$ cat config.mk
export PLATFORM = sky130hd
export DESIGN_NAME = step_pulse_timing_monitor
export DESIGN_NICKNAME = d
export VERILOG_FILES = /design/src/design/spm_pkg.sv /design/src/design/step_pulse_timing_monitor.sv /design/src/design/spm_cfg.sv /design/src/design/spm_stats.sv
export SDC_FILE = /design/constraint.sdc
export NUM_CORES = 1
export LEC_CHECK = 0
export BUFFER_PORTS_ARGS = -buffer_cell sky130_fd_sc_hd__buf_2
export CORE_UTILIZATION = 55
export CTS_CLUSTER_DIAMETER = 80
export CTS_CLUSTER_SIZE = 8
export DETAILED_ROUTE_END_ITERATION = 8
export PLACE_DENSITY_LB_ADDON = 0.12
export SETUP_SLACK_MARGIN = 0.05
export SLEW_MARGIN = 20
export SYNTH_ARGS = -nofsm -noshare
export SYNTH_HDL_FRONTEND = slang
export SYNTH_SLANG_ARGS = --single-unit
$ cat constraint.sdc
create_clock -name clk -period 12.9 [get_ports clk]
set_input_delay 2.58 -clock clk [delete_from_list [all_inputs] [get_ports clk]]
set_output_delay 2.58 -clock clk [all_outputs]
set_load 0.01 [all_outputs]
$ cat src/design/spm_pkg.sv
// Shared types and constants for the step pulse timing monitor.
// No dependencies; used by every module of the block.
`timescale 1ns / 1ps

package spm_pkg;

  // Width of the watched output word and of a bit index into it
  localparam int WORD_BITS    = 16;
  localparam int IDX_BITS     = 4;
  localparam int CFG_IDX_BITS = 4;
  localparam int CFG_DAT_BITS = 4;

  // Request kinds
  localparam logic REQ_SAMPLE = 1'b0;
  localparam logic REQ_CLEAR  = 1'b1;

  // Configuration register indexes
  typedef enum logic [CFG_IDX_BITS-1:0] {
    CFG_STEP_ENABLE    = 4'd0,
    CFG_STEP_BIT_INDEX = 4'd1,
    CFG_DIR_ENABLE     = 4'd2,
    CFG_DIR_BIT_INDEX  = 4'd3
  } cfg_reg_t;

  typedef struct packed {
    logic                step_enable;
    logic [IDX_BITS-1:0] step_bit_index;
    logic                dir_enable;
    logic [IDX_BITS-1:0] dir_bit_index;
  } spm_cfg_t;

  // One incoming request
  typedef struct packed {
    logic                 req_type;
    logic [WORD_BITS-1:0] state_word;
    logic [31:0]          latch_time;
  } spm_in_t;

  // One result: the statistics after the request's update
  typedef struct packed {
    logic [31:0] rise_count;
    logic [31:0] dir_change_count;
    logic        dir_level;
    logic [31:0] period_count;
    logic [31:0] period_min;
    logic [31:0] period_max;
    logic [63:0] period_sum;
    logic [31:0] pulse_count;
    logic [31:0] pulse_min;
    logic [31:0] pulse_max;
    logic [63:0] pulse_sum;
  } spm_out_t;

endpackage

$ cat src/design/step_pulse_timing_monitor.sv
// Step pulse timing monitor: rise, interval, high-time and direction statistics.
// From request accept to result valid: the input register takes the request, then the statistics
// register, which doubles as the result register, updates.
// Throughput: one request per cycle; in_stall follows out_stall when both stages hold.
// Reset (rst, synchronous): statistics set to reset values (minimums all ones), flags and config cleared, no result.
// Depends on spm_pkg, spm_cfg and spm_stats.
`timescale 1ns / 1ps

module step_pulse_timing_monitor (
  input  logic                             clk,
  input  logic                             rst,
  input  logic                             in_valid,
  output logic                             in_stall,
  input  spm_pkg::spm_in_t                 in_data,
  output logic                             out_valid,
  input  logic                             out_stall,
  output spm_pkg::spm_out_t                out_data,
  input  logic                             cfg_valid,
  output logic                             cfg_ready,
  input  logic [spm_pkg::CFG_IDX_BITS-1:0] cfg_index,
  input  logic [spm_pkg::CFG_DAT_BITS-1:0] cfg_data
);

  spm_pkg::spm_cfg_t cfg;
  spm_pkg::spm_in_t  s1_item;
  logic              s1_valid;
  logic              res_free;
  logic              adv;
  logic              in_take;

  spm_cfg u_cfg (
    .clk       (clk),
    .rst       (rst),
    .cfg_valid (cfg_valid),
    .cfg_ready (cfg_ready),
    .cfg_index (cfg_index),
    .cfg_data  (cfg_data),
    .cfg       (cfg)
  );

  // Handshake: result slot frees when empty or taken this cycle
  assign res_free = !out_valid || !out_stall;
  assign adv      = s1_valid && res_free;
  assign in_stall = s1_valid && !res_free;
  assign in_take  = in_valid && !in_stall;

  // Input register
  always_ff @(posedge clk) begin
    if (rst) begin
      s1_valid <= 1'b0;
    end else if (in_take) begin
      s1_valid <= 1'b1;
    end else if (adv) begin
      s1_valid <= 1'b0;
    end
  end

  always_ff @(posedge clk) begin
    if (in_take) begin
      s1_item <= in_data;
    end
  end

  spm_stats u_stats (
    .clk   (clk),
    .rst   (rst),
    .adv   (adv),
    .item  (s1_item),
    .cfg   (cfg),
    .stats (out_data)
  );

  // Result valid
  always_ff @(posedge clk) begin
    if (rst) begin
      out_valid <= 1'b0;
    end else if (adv) begin
      out_valid <= 1'b1;
    end else if (!out_stall) begin
      out_valid <= 1'b0;
    end
  end

endmodule

$ cat src/design/spm_cfg.sv
// Configuration register file of the step pulse timing monitor.
// Depends on spm_pkg for the register indexes and the config struct.
`timescale 1ns / 1ps

module spm_cfg (
  input  logic                               clk,
  input  logic                               rst,
  input  logic                               cfg_valid,
  output logic                               cfg_ready,
  input  logic [spm_pkg::CFG_IDX_BITS-1:0]   cfg_index,
  input  logic [spm_pkg::CFG_DAT_BITS-1:0]   cfg_data,
  output spm_pkg::spm_cfg_t                  cfg
);

  // Writes are taken in any cycle
  assign cfg_ready = 1'b1;

  // Register writes; unknown indexes are dropped
  always_ff @(posedge clk) begin
    if (rst) begin
      cfg <= '0;
    end else if (cfg_valid) begin
      case (spm_pkg::cfg_reg_t'(cfg_index))
        spm_pkg::CFG_STEP_ENABLE:    cfg.step_enable    <= cfg_data[0];
        spm_pkg::CFG_STEP_BIT_INDEX: cfg.step_bit_index <= cfg_data[spm_pkg::IDX_BITS-1:0];
        spm_pkg::CFG_DIR_ENABLE:     cfg.dir_enable     <= cfg_data[0];
        spm_pkg::CFG_DIR_BIT_INDEX:  cfg.dir_bit_index  <= cfg_data[spm_pkg::IDX_BITS-1:0];
        default: ;
      endcase
    end
  end

endmodule

$ cat src/design/spm_stats.sv
// Statistics state and its registered update for one request.
// Depends on spm_pkg for the request, result and config structs.
`timescale 1ns / 1ps

module spm_stats (
  input  logic              clk,
  input  logic              rst,
  input  logic              adv,
  input  spm_pkg::spm_in_t  item,
  input  spm_pkg::spm_cfg_t cfg,
  output spm_pkg::spm_out_t stats
);

  typedef struct packed {
    logic        prev_step_level;
    logic        seen_rise;
    logic [31:0] last_rise_time;
    logic        seen_dir;
    logic        dir_last;
    logic [31:0] rises;
    logic [31:0] dir_flips;
    logic [31:0] intervals;
    logic [31:0] interval_low;
    logic [31:0] interval_high;
    logic [63:0] interval_acc;
    logic [31:0] highs;
    logic [31:0] high_low;
    logic [31:0] high_high;
    logic [63:0] high_acc;
  } state_t;

  localparam state_t STATE_RESET = '{
    prev_step_level: 1'b0, seen_rise: 1'b0, last_rise_time: '0,
    seen_dir: 1'b0, dir_last: 1'b0, rises: '0, dir_flips: '0,
    intervals: '0, interval_low: '1, interval_high: '0, interval_acc: '0,
    highs: '0, high_low: '1, high_high: '0, high_acc: '0};

  state_t      st;
  state_t      st_next;
  logic        step_on;
  logic        dir_on;
  logic        step_lvl;
  logic        dir_bit;
  logic [31:0] delta;

  // Monitoring is on only for an index inside the word
  assign step_on  = cfg.step_enable &&
                    ({1'b0, cfg.step_bit_index} < (spm_pkg::IDX_BITS+1)'(spm_pkg::WORD_BITS));
  assign dir_on   = cfg.dir_enable &&
                    ({1'b0, cfg.dir_bit_index} < (spm_pkg::IDX_BITS+1)'(spm_pkg::WORD_BITS));
  assign step_lvl = item.state_word[cfg.step_bit_index];
  assign dir_bit  = item.state_word[cfg.dir_bit_index];
  assign delta    = item.latch_time - st.last_rise_time;

  // Edge detection and statistics update
  always_comb begin
    st_next = st;
    if (item.req_type == spm_pkg::REQ_CLEAR) begin
      st_next = STATE_RESET;
      st_next.prev_step_level = step_on & step_lvl;
    end else if (step_on && (step_lvl != st.prev_step_level)) begin
      st_next.prev_step_level = step_lvl;
      if (step_lvl) begin
        // rising edge: interval since last rise, direction tracking
        if (st.seen_rise) begin
          st_next.interval_acc = st.interval_acc + {32'd0, delta};
          st_next.intervals    = st.intervals + 32'd1;
          if (delta < st.interval_low)  st_next.interval_low  = delta;
          if (delta > st.interval_high) st_next.interval_high = delta;
        end
        st_next.last_rise_time = item.latch_time;
        st_next.seen_rise      = 1'b1;
        st_next.rises          = st.rises + 32'd1;
        if (dir_on) begin
          if (st.seen_dir && (dir_bit != st.dir_last)) begin
            st_next.dir_flips = st.dir_flips + 32'd1;
          end
          st_next.dir_last = dir_bit;
          st_next.seen_dir = 1'b1;
        end
      end else if (st.seen_rise) begin
        // falling edge: high time
        st_next.high_acc = st.high_acc + {32'd0, delta};
        st_next.highs    = st.highs + 32'd1;
        if (delta < st.high_low)  st_next.high_low  = delta;
        if (delta > st.high_high) st_next.high_high = delta;
      end
    end
  end

  // State advances only when the request moves into the result slot
  always_ff @(posedge clk) begin
    if (rst) begin
      st <= STATE_RESET;
    end else if (adv) begin
      st <= st_next;
    end
  end

  // The updated state is the result
  assign stats = '{
    rise_count:       st.rises,
    dir_change_count: st.dir_flips,
    dir_level:        st.dir_last,
    period_count:     st.intervals,
    period_min:       st.interval_low,
    period_max:       st.interval_high,
    period_sum:       st.interval_acc,
    pulse_count:      st.highs,
    pulse_min:        st.high_low,
    pulse_max:        st.high_high,
    pulse_sum:        st.high_acc};

endmodule
==> run metrics, run 1 <==
GR Layer Usage met1 0.3786; unique cell type count in the Yosys netlist 77; crit path time final 6.975 ns; Critical Path Sink Type flop; Final Hold Viols 0; Port Buffers 448; Pwr Density 118.3 mW/mm2; CTS tree yes; Mapped Area 0.03005 mm2; initial antenna violation count 4; PnR Total Power 3.809 mW; Crit path required time 13.40 ns; DIE WIDTH 235.7 um; sequential share of the synthesized area 0.3368; crit path buf inv count 2; IO Pins 450; GRT busiest layer met2; CP max FO 49; final setup violating endpoints 0; # resized after CTS 0; Antenna Nets Post-Route 0; vias in the first global route 24300; first-pass GRT wire length 135200 um; DRC Markers 0; commonest non-fill, non-tap cell in the layout buf_2; Setup Skew 0.02909 ns; core area 0.05392 mm2; max-slew violations 0; Via density 5.888; Syn. warnings 0; DP HPWL 63970 um; Starting DRT DRC Count 1598; largest net degree at the start of global routing 93; Synth async-reset ratio 0; Mapped Nets 3886; Critical Path AT 7.47 ns; Fmax achieved 0.1434 GHz; startpoint types flop; DR pass1 iterations 6; status complete, no violations; deepest clock path buffer count 3; Die Span Y 235.7 um; Least-Margin Pin Slew 1.080 ns; Leak 14.19 nW; area leader, netlist dfxtp_1; Tcrit/Tclk final 0.5407; commonest cells after routing, fill and taps aside buf_2, dfxtp_1, nor2_1, ha_1, a21oi_1; Clock Latency Late Sink 0.60 ns; top-area cell type share of the netlist area 0.2878; starting density of the core 0.5572; Rows 85; CTS root buf clkbuf_16; Crit path max-delay family compound AO/OA/AOI/OAI gates; # clock sinks 481; #FFs+latches synth 481; H-tree depth 3; Post-synth EDFFs 49; share of cells above drive strength 1 0.1714; Via Count 25684; CTS Buf Count 70; routed len/inst 20.15 um; top cells by area, synth dfxtp_1, buf_4, ha_1, edfxtp_1, nor2_1; CP max stage cell o41ai_1; Hold Buf Count CTS 0; setup TNS 0 ns; Top FF cell, synth dfxtp_1; gr ovfl total 0; relative slew slack 0.2801; unrepaired setup endpoints after global routing no; # nets final 3933; Clk pin slew, worst setup/hold paths 0.05 ns; RD Place Congestion 0.9647; Post-CTS Setup Bufs 0; Syn Area/Cell 8.355 um2; cells after synthesis 3596; area grow syn2layout 7.113%; M3 GR Usage 0.06848; CP Class reg2reg; worst vdd ir 0.1058 mV; met2 Usage GRT 0.5065; GRT Overall Usage 0.3065; CP max stage delay 0.80 ns; Die ar. 0.05557 mm2; total wire length 87900 um; cells along the critical path ha_1, and2_1, a2111oi_0, nor2b_1, o311ai_0, o21ai_0, o21ai_0, o41ai_1, xnor2_1, buf_4, ha_1, a21o_1, a21o_1, a221oi_1, o211ai_1, or4b_2, a31oi_4, buf_4, nand2_1, o22a_1; worst min path class reg2reg; max-cap viol count 0
[final timing paths]
check / from / to / slack [ns] / cells after the start
setup / recovery: s1_item[13]$_DFFE_PP_ / u_stats.stats[282]$_SDFFE_PP1P_ / 5.92 / 20
hold / removal: u_stats.st[385]$_SDFFE_PP0P_ / u_stats.st[385]$_SDFFE_PP0P_ / 0.47 / 2
setup reg to reg: s1_item[13]$_DFFE_PP_ / u_stats.stats[282]$_SDFFE_PP1P_ / 5.92 / 20
hold reg to reg: u_stats.st[385]$_SDFFE_PP0P_ / u_stats.st[385]$_SDFFE_PP0P_ / 0.47 / 2
[registers in the layout, summed over array words and instances, names as in the netlist]
signal	count
s1_item	49
u_stats.st	35
u_stats.stats	385
out_valid	1
u_cfg.cfg	10
s1_valid	1
[worst register-to-register path: stages (launching register included)]
cell	delay (ns)
edfxtp_1	0.40
ha_1	0.39
and2_1	0.22
a2111oi_0	0.77
nor2b_1	0.26
o311ai_0	0.12
o21ai_0	0.43
o21ai_0	0.23
o41ai_1	0.80
xnor2_1	0.13
buf_4	0.23
ha_1	0.20
a21o_1	0.17
a21o_1	0.17
a221oi_1	0.32
o211ai_1	0.16
or4b_2	0.76
a31oi_4	0.18
buf_4	0.44
nand2_1	0.26
o22a_1	0.25
[layer usage]
metal / vias up / part of all wire
met5: - / 0.00018
met4: 2 / 0.043
met3: 196 / 0.070
met2: 882 / 0.46
met1: 12183 / 0.42
li1: 12421 / -
[where the power goes]
group          switching, mW  total (mW)  internal [mW]  leakage (nW)
combinational          0.354       0.555          0.201          9.28
clock                  0.667        1.69           1.02         0.946
sequential            0.0225        1.56           1.54          3.97
total                   1.04        3.81           2.77          14.2
[synthesized netlist by cell type (all sizes together), types with 10 or more instances]
| library cell | count |
|---|---|
| dfxtp | 432 |
| xor2 | 87 |
| a22oi | 60 |
| a211oi | 24 |
| a22o | 20 |
| or3 | 44 |
| nand3 | 108 |
| o211ai | 51 |
| mux2i | 42 |
| and3 | 60 |
| o31ai | 24 |
| o21bai | 10 |
| buf | 396 |
| a21oi | 221 |
| mux4 | 10 |
| nor2 | 373 |
| o21ai | 181 |
| xnor2 | 91 |
| and4 | 21 |
| nand2b | 19 |
| and2 | 34 |
| a21o | 72 |
| nor3b | 10 |
| nand4 | 66 |
| nor3 | 61 |
| o22a | 17 |
| ha | 225 |
| a31oi | 34 |
| o21a | 21 |
| nand3b | 16 |
| clkbuf | 132 |
| nor2b | 19 |
| inv | 205 |
| edfxtp | 49 |
| nand2 | 219 |
| nor4 | 19 |
[cell type report]
cell class	instances	area, um2
diodes	3	7.507
multi-input cells	2381	15810
repair buffers	503	2661
clock buffers	87	1868
clock inverters	5	72.57
well taps	696	870.8
flip-flops and latches	481	10120
fillers	4870	21740
inverters	206	773.2
[through the flow]
stage                     setup WS, ns  utilization  std cells  instance area [um2]  hold WS [ns]
after floorplan                  7.043            -       3596                30050        0.4291
after global placement           6.146       0.5606       4267                30230        0.4448
after detailed placement         6.067       0.5606       4267                30230        0.4586
after CTS                        6.050       0.5965       4359                32170        0.4711
after global routing             5.596       0.5968       4361                32180        0.4992
final                            5.925       0.5968       4362                32180        0.4678
[logic make-up (layout without fill, tap and decap cells)]
kind of cell | count (synthesis) | count (layout) | share of synthesized area
xor+xnor | 178 | 178 | 0.05189
mux | 52 | 52 | 0.02149
compound gates | 822 | 822 | 0.1760
fa+ha+maj | 228 | 228 | 0.09570
other cells | 1 | 4 | 0.0001248
simple gates | 1100 | 1100 | 0.1778
buf+inv | 734 | 801 | 0.1402
flops | 481 | 481 | 0.3368
Power figures use the tool's default switching activity.
==> inputs of run 2 (changes only) <==
==> constraint.sdc (replaced) <==
create_clock -name clk -period 7.05 [get_ports clk]
set_input_delay 1.41 -clock clk [delete_from_list [all_inputs] [get_ports clk]]
set_output_delay 1.41 -clock clk [all_outputs]
set_load 0.01 [all_outputs]
==> run 2 against run 1 <==
Against the previous run: sequential share of layout area about the same; count of clock-buffer cells in the layout shrank 4; non-clock buffer count increased by 5; core utilization down 0.093 points; clock skew down 0.0043 ns; final cell count stayed put; register-to-register slack worse by 5.4 ns; via count increased by 0.75%; sequential cell count unchanged; clock power grew 78%; critical path depth increased by 2.
==> run metrics, run 2 (synthesized netlist as in run 1, its figures left out) <==
Pwr Density 214.4 mW/mm2 (was 118.3 mW/mm2); Critical Path AT 7.02 ns (was 7.47 ns); Antenna Nets Post-Route 0 (unchanged); DIE WIDTH 235.7 um (unchanged); Post-CTS Setup Bufs 0 (unchanged); CP max stage delay 0.64 ns (was 0.80 ns); deepest clock path buffer count 3 (unchanged); # nets final 3938 (was 3933); IO Pins 450 (unchanged); Die Span Y 235.7 um (unchanged); gr ovfl total 0 (unchanged); final setup violating endpoints 0 (unchanged); Sw Ratio 0.2776 (was 0.2739); Tcrit/Tclk final 0.9241 (was 0.5407); Final Instance Count excl. Fillers 4362 (unchanged); starting density of the core 0.5572 (unchanged); Starting DRT DRC Count 1552 (was 1598); Crit path max-delay family compound AO/OA/AOI/OAI gates (unchanged); P_int 4.977 mW (was 2.765 mW); Via density 5.932 (was 5.888); worst min path class reg2reg (unchanged); worst vdd ir 0.1935 mV (was 0.1058 mV); total wire length 88400 um (was 87900 um); GRT Overall Usage 0.3081 (was 0.3065); routed len/inst 20.27 um (was 20.15 um); Leak 14.17 nW (was 14.19 nW); core area 0.05392 mm2 (unchanged); Crit path required time 7.56 ns (was 13.40 ns); CP Class reg2reg (unchanged); Critical Path Sink Type flop (unchanged); H-tree depth 3 (unchanged); Final Worst Setup Slack 0.5348 ns (was 5.925 ns); Seq pwr share 0.415 (was 0.411); GR Layer Usage met1 0.3857 (was 0.3786); Setup Skew 0.02480 ns (was 0.02909 ns); setup TNS 0 ns (unchanged); DRC Markers 0 (unchanged); startpoint types flop (unchanged); first-pass GRT wire length 135800 um (was 135200 um); DR pass1 iterations 6 (unchanged); Via Count 25876 (was 25684); crit-path most repeated cell inv_1; CP max stage cell xnor2_1 (was o41ai_1); CTS Buf Count 70 (unchanged); Rows 85 (unchanged); placed insts 4272 (was 4267); Clk pin slew, worst setup/hold paths 0.05 ns (about the same); CTS tree yes (unchanged); sw power 1.913 mW (was 1.043 mW); unrepaired setup endpoints after global routing no (unchanged); M3 GR Usage 0.07024 (was 0.06848); cells along the critical path inv_1, ha_1, inv_1, fa_1, a211oi_1, o21bai_1, a311o_1, a31oi_1, a21oi_1, xnor2_1, inv_1, ha_1, nand4_1, nor2_1, a211oi_1, o21a_1, o41a_1, buf_4, o21bai_1, nand4_1, or4_1, a21oi_1 (was ha_1, and2_1, a2111oi_0, nor2b_1, o311ai_0, o21ai_0, o21ai_0, o41ai_1, xnor2_1, buf_4, ha_1, a21o_1, a21o_1, a221oi_1, o211ai_1, or4b_2, a31oi_4, buf_4, nand2_1, o22a_1); Filler cells 4881 (was 4870); Post-Place Worst Slack 0.5923 ns (was 6.067 ns); Clock Latency Late Sink 0.60 ns (about the same); met2 Usage GRT 0.5064 (was 0.5065); Hold Buf Count CTS 0 (unchanged); commonest non-fill, non-tap cell in the layout buf_2 (unchanged); CP max FO 19 (was 49); CTS root buf clkbuf_16 (unchanged); commonest cells after routing, fill and taps aside buf_2, dfxtp_1, nor2_1, ha_1, a21oi_1 (unchanged); Port Buffers 448 (unchanged); Die ar. 0.05557 mm2 (unchanged); area grow syn2layout 6.946% (was 7.113%); # resized after CTS 0 (unchanged); Clk pwr share 0.436 (was 0.444); relative slew slack 0.2967 (was 0.2801); Fmax achieved 0.1535 GHz (was 0.1434 GHz); crit path buf inv count 4 (was 2); Final Hold Viols 0 (unchanged); status complete, no violations (unchanged); max-slew violations 0 (unchanged); Least-Margin Pin Slew 1.055 ns (was 1.080 ns); max-cap viol count 0 (unchanged); share of cells above drive strength 1 0.1722 (was 0.1714); GRT busiest layer met2 (unchanged); initial antenna violation count 2 (was 4); crit path time final 6.515 ns (was 6.975 ns); DP HPWL 64940 um (was 63970 um); combinational power share 0.148 (was 0.146); RD Place Congestion 0.9884 (was 0.9647); # clock sinks 481 (unchanged); max reg flops 385 (unchanged); largest net degree at the start of global routing 82 (was 93); vias in the first global route 24461 (was 24300); PnR Total Power 6.890 mW (was 3.809 mW)
==> run 2: through the flow <==
stage / utilization / cell area [um2] / hold slack, ns
after CTS: 0.5958 / 32130 / 0.4773
final: 0.5959 / 32130 / 0.4744
after global routing: 0.5959 / 32130 / 0.5045
after global placement: 0.5612 / 30260 / 0.4493
after detailed placement: 0.5612 / 30260 / 0.4621
after floorplan: - / 30050 / 0.4291
==> run 2: tightest hold or removal path: stages (launching register included) <==
cell     delay, ns
dfxtp_1       0.31
nand2_1       0.06
a21oi_1       0.05
==> run 2: power by group through the flow <==
stage               Combinational [mW]  Clock, mW  Sequential [mW]
finish                            1.02       3.01             2.86
global route                      1.12       3.17             2.86
CTS                               1.01       3.07             2.86
detailed placement                1.00          0             2.92
global placement                 0.979          0             2.91
floorplan                        0.702          0             2.90
==> run 2: area by class of cell <==
cell class                      count  area [um2]  area share
Multi-Input combinational cell   2381       15800      0.4917
Clock inverter                      6       57.56    0.001791
Clock buffer                       83        1810     0.05635
Tap cell                          696       870.8     0.02710
Timing Repair Buffer              508        2699     0.08399
Inverter                          206       773.2     0.02406
Antenna cell                        1       2.502  0.00007788
Sequential cell                   481       10120      0.3149
==> run 2: worst paths after layout <==
check | startpoint | to | slack, ns | depth (start not counted)
worst min register to register | u_stats.stats[166]$_SDFFE_PP0P_ | u_stats.stats[166]$_SDFFE_PP0P_ | 0.47 | 2
worst max register to register | s1_item[0]$_DFFE_PP_ | u_stats.stats[52]$_SDFFE_PP0P_ | 0.53 | 22
worst min-delay path | u_stats.stats[166]$_SDFFE_PP0P_ | u_stats.stats[166]$_SDFFE_PP0P_ | 0.47 | 2
worst max-delay path | s1_item[0]$_DFFE_PP_ | u_stats.stats[52]$_SDFFE_PP0P_ | 0.53 | 22
==> run 2: per-layer routing <==
layer  share of wire  up-vias  routed length (um)
li1                -    12408                   -
met3           0.074      204                6581
met4           0.042        0                3745
met1            0.42    12302               37140
met5               0        -                   0
met2            0.46      962               40930
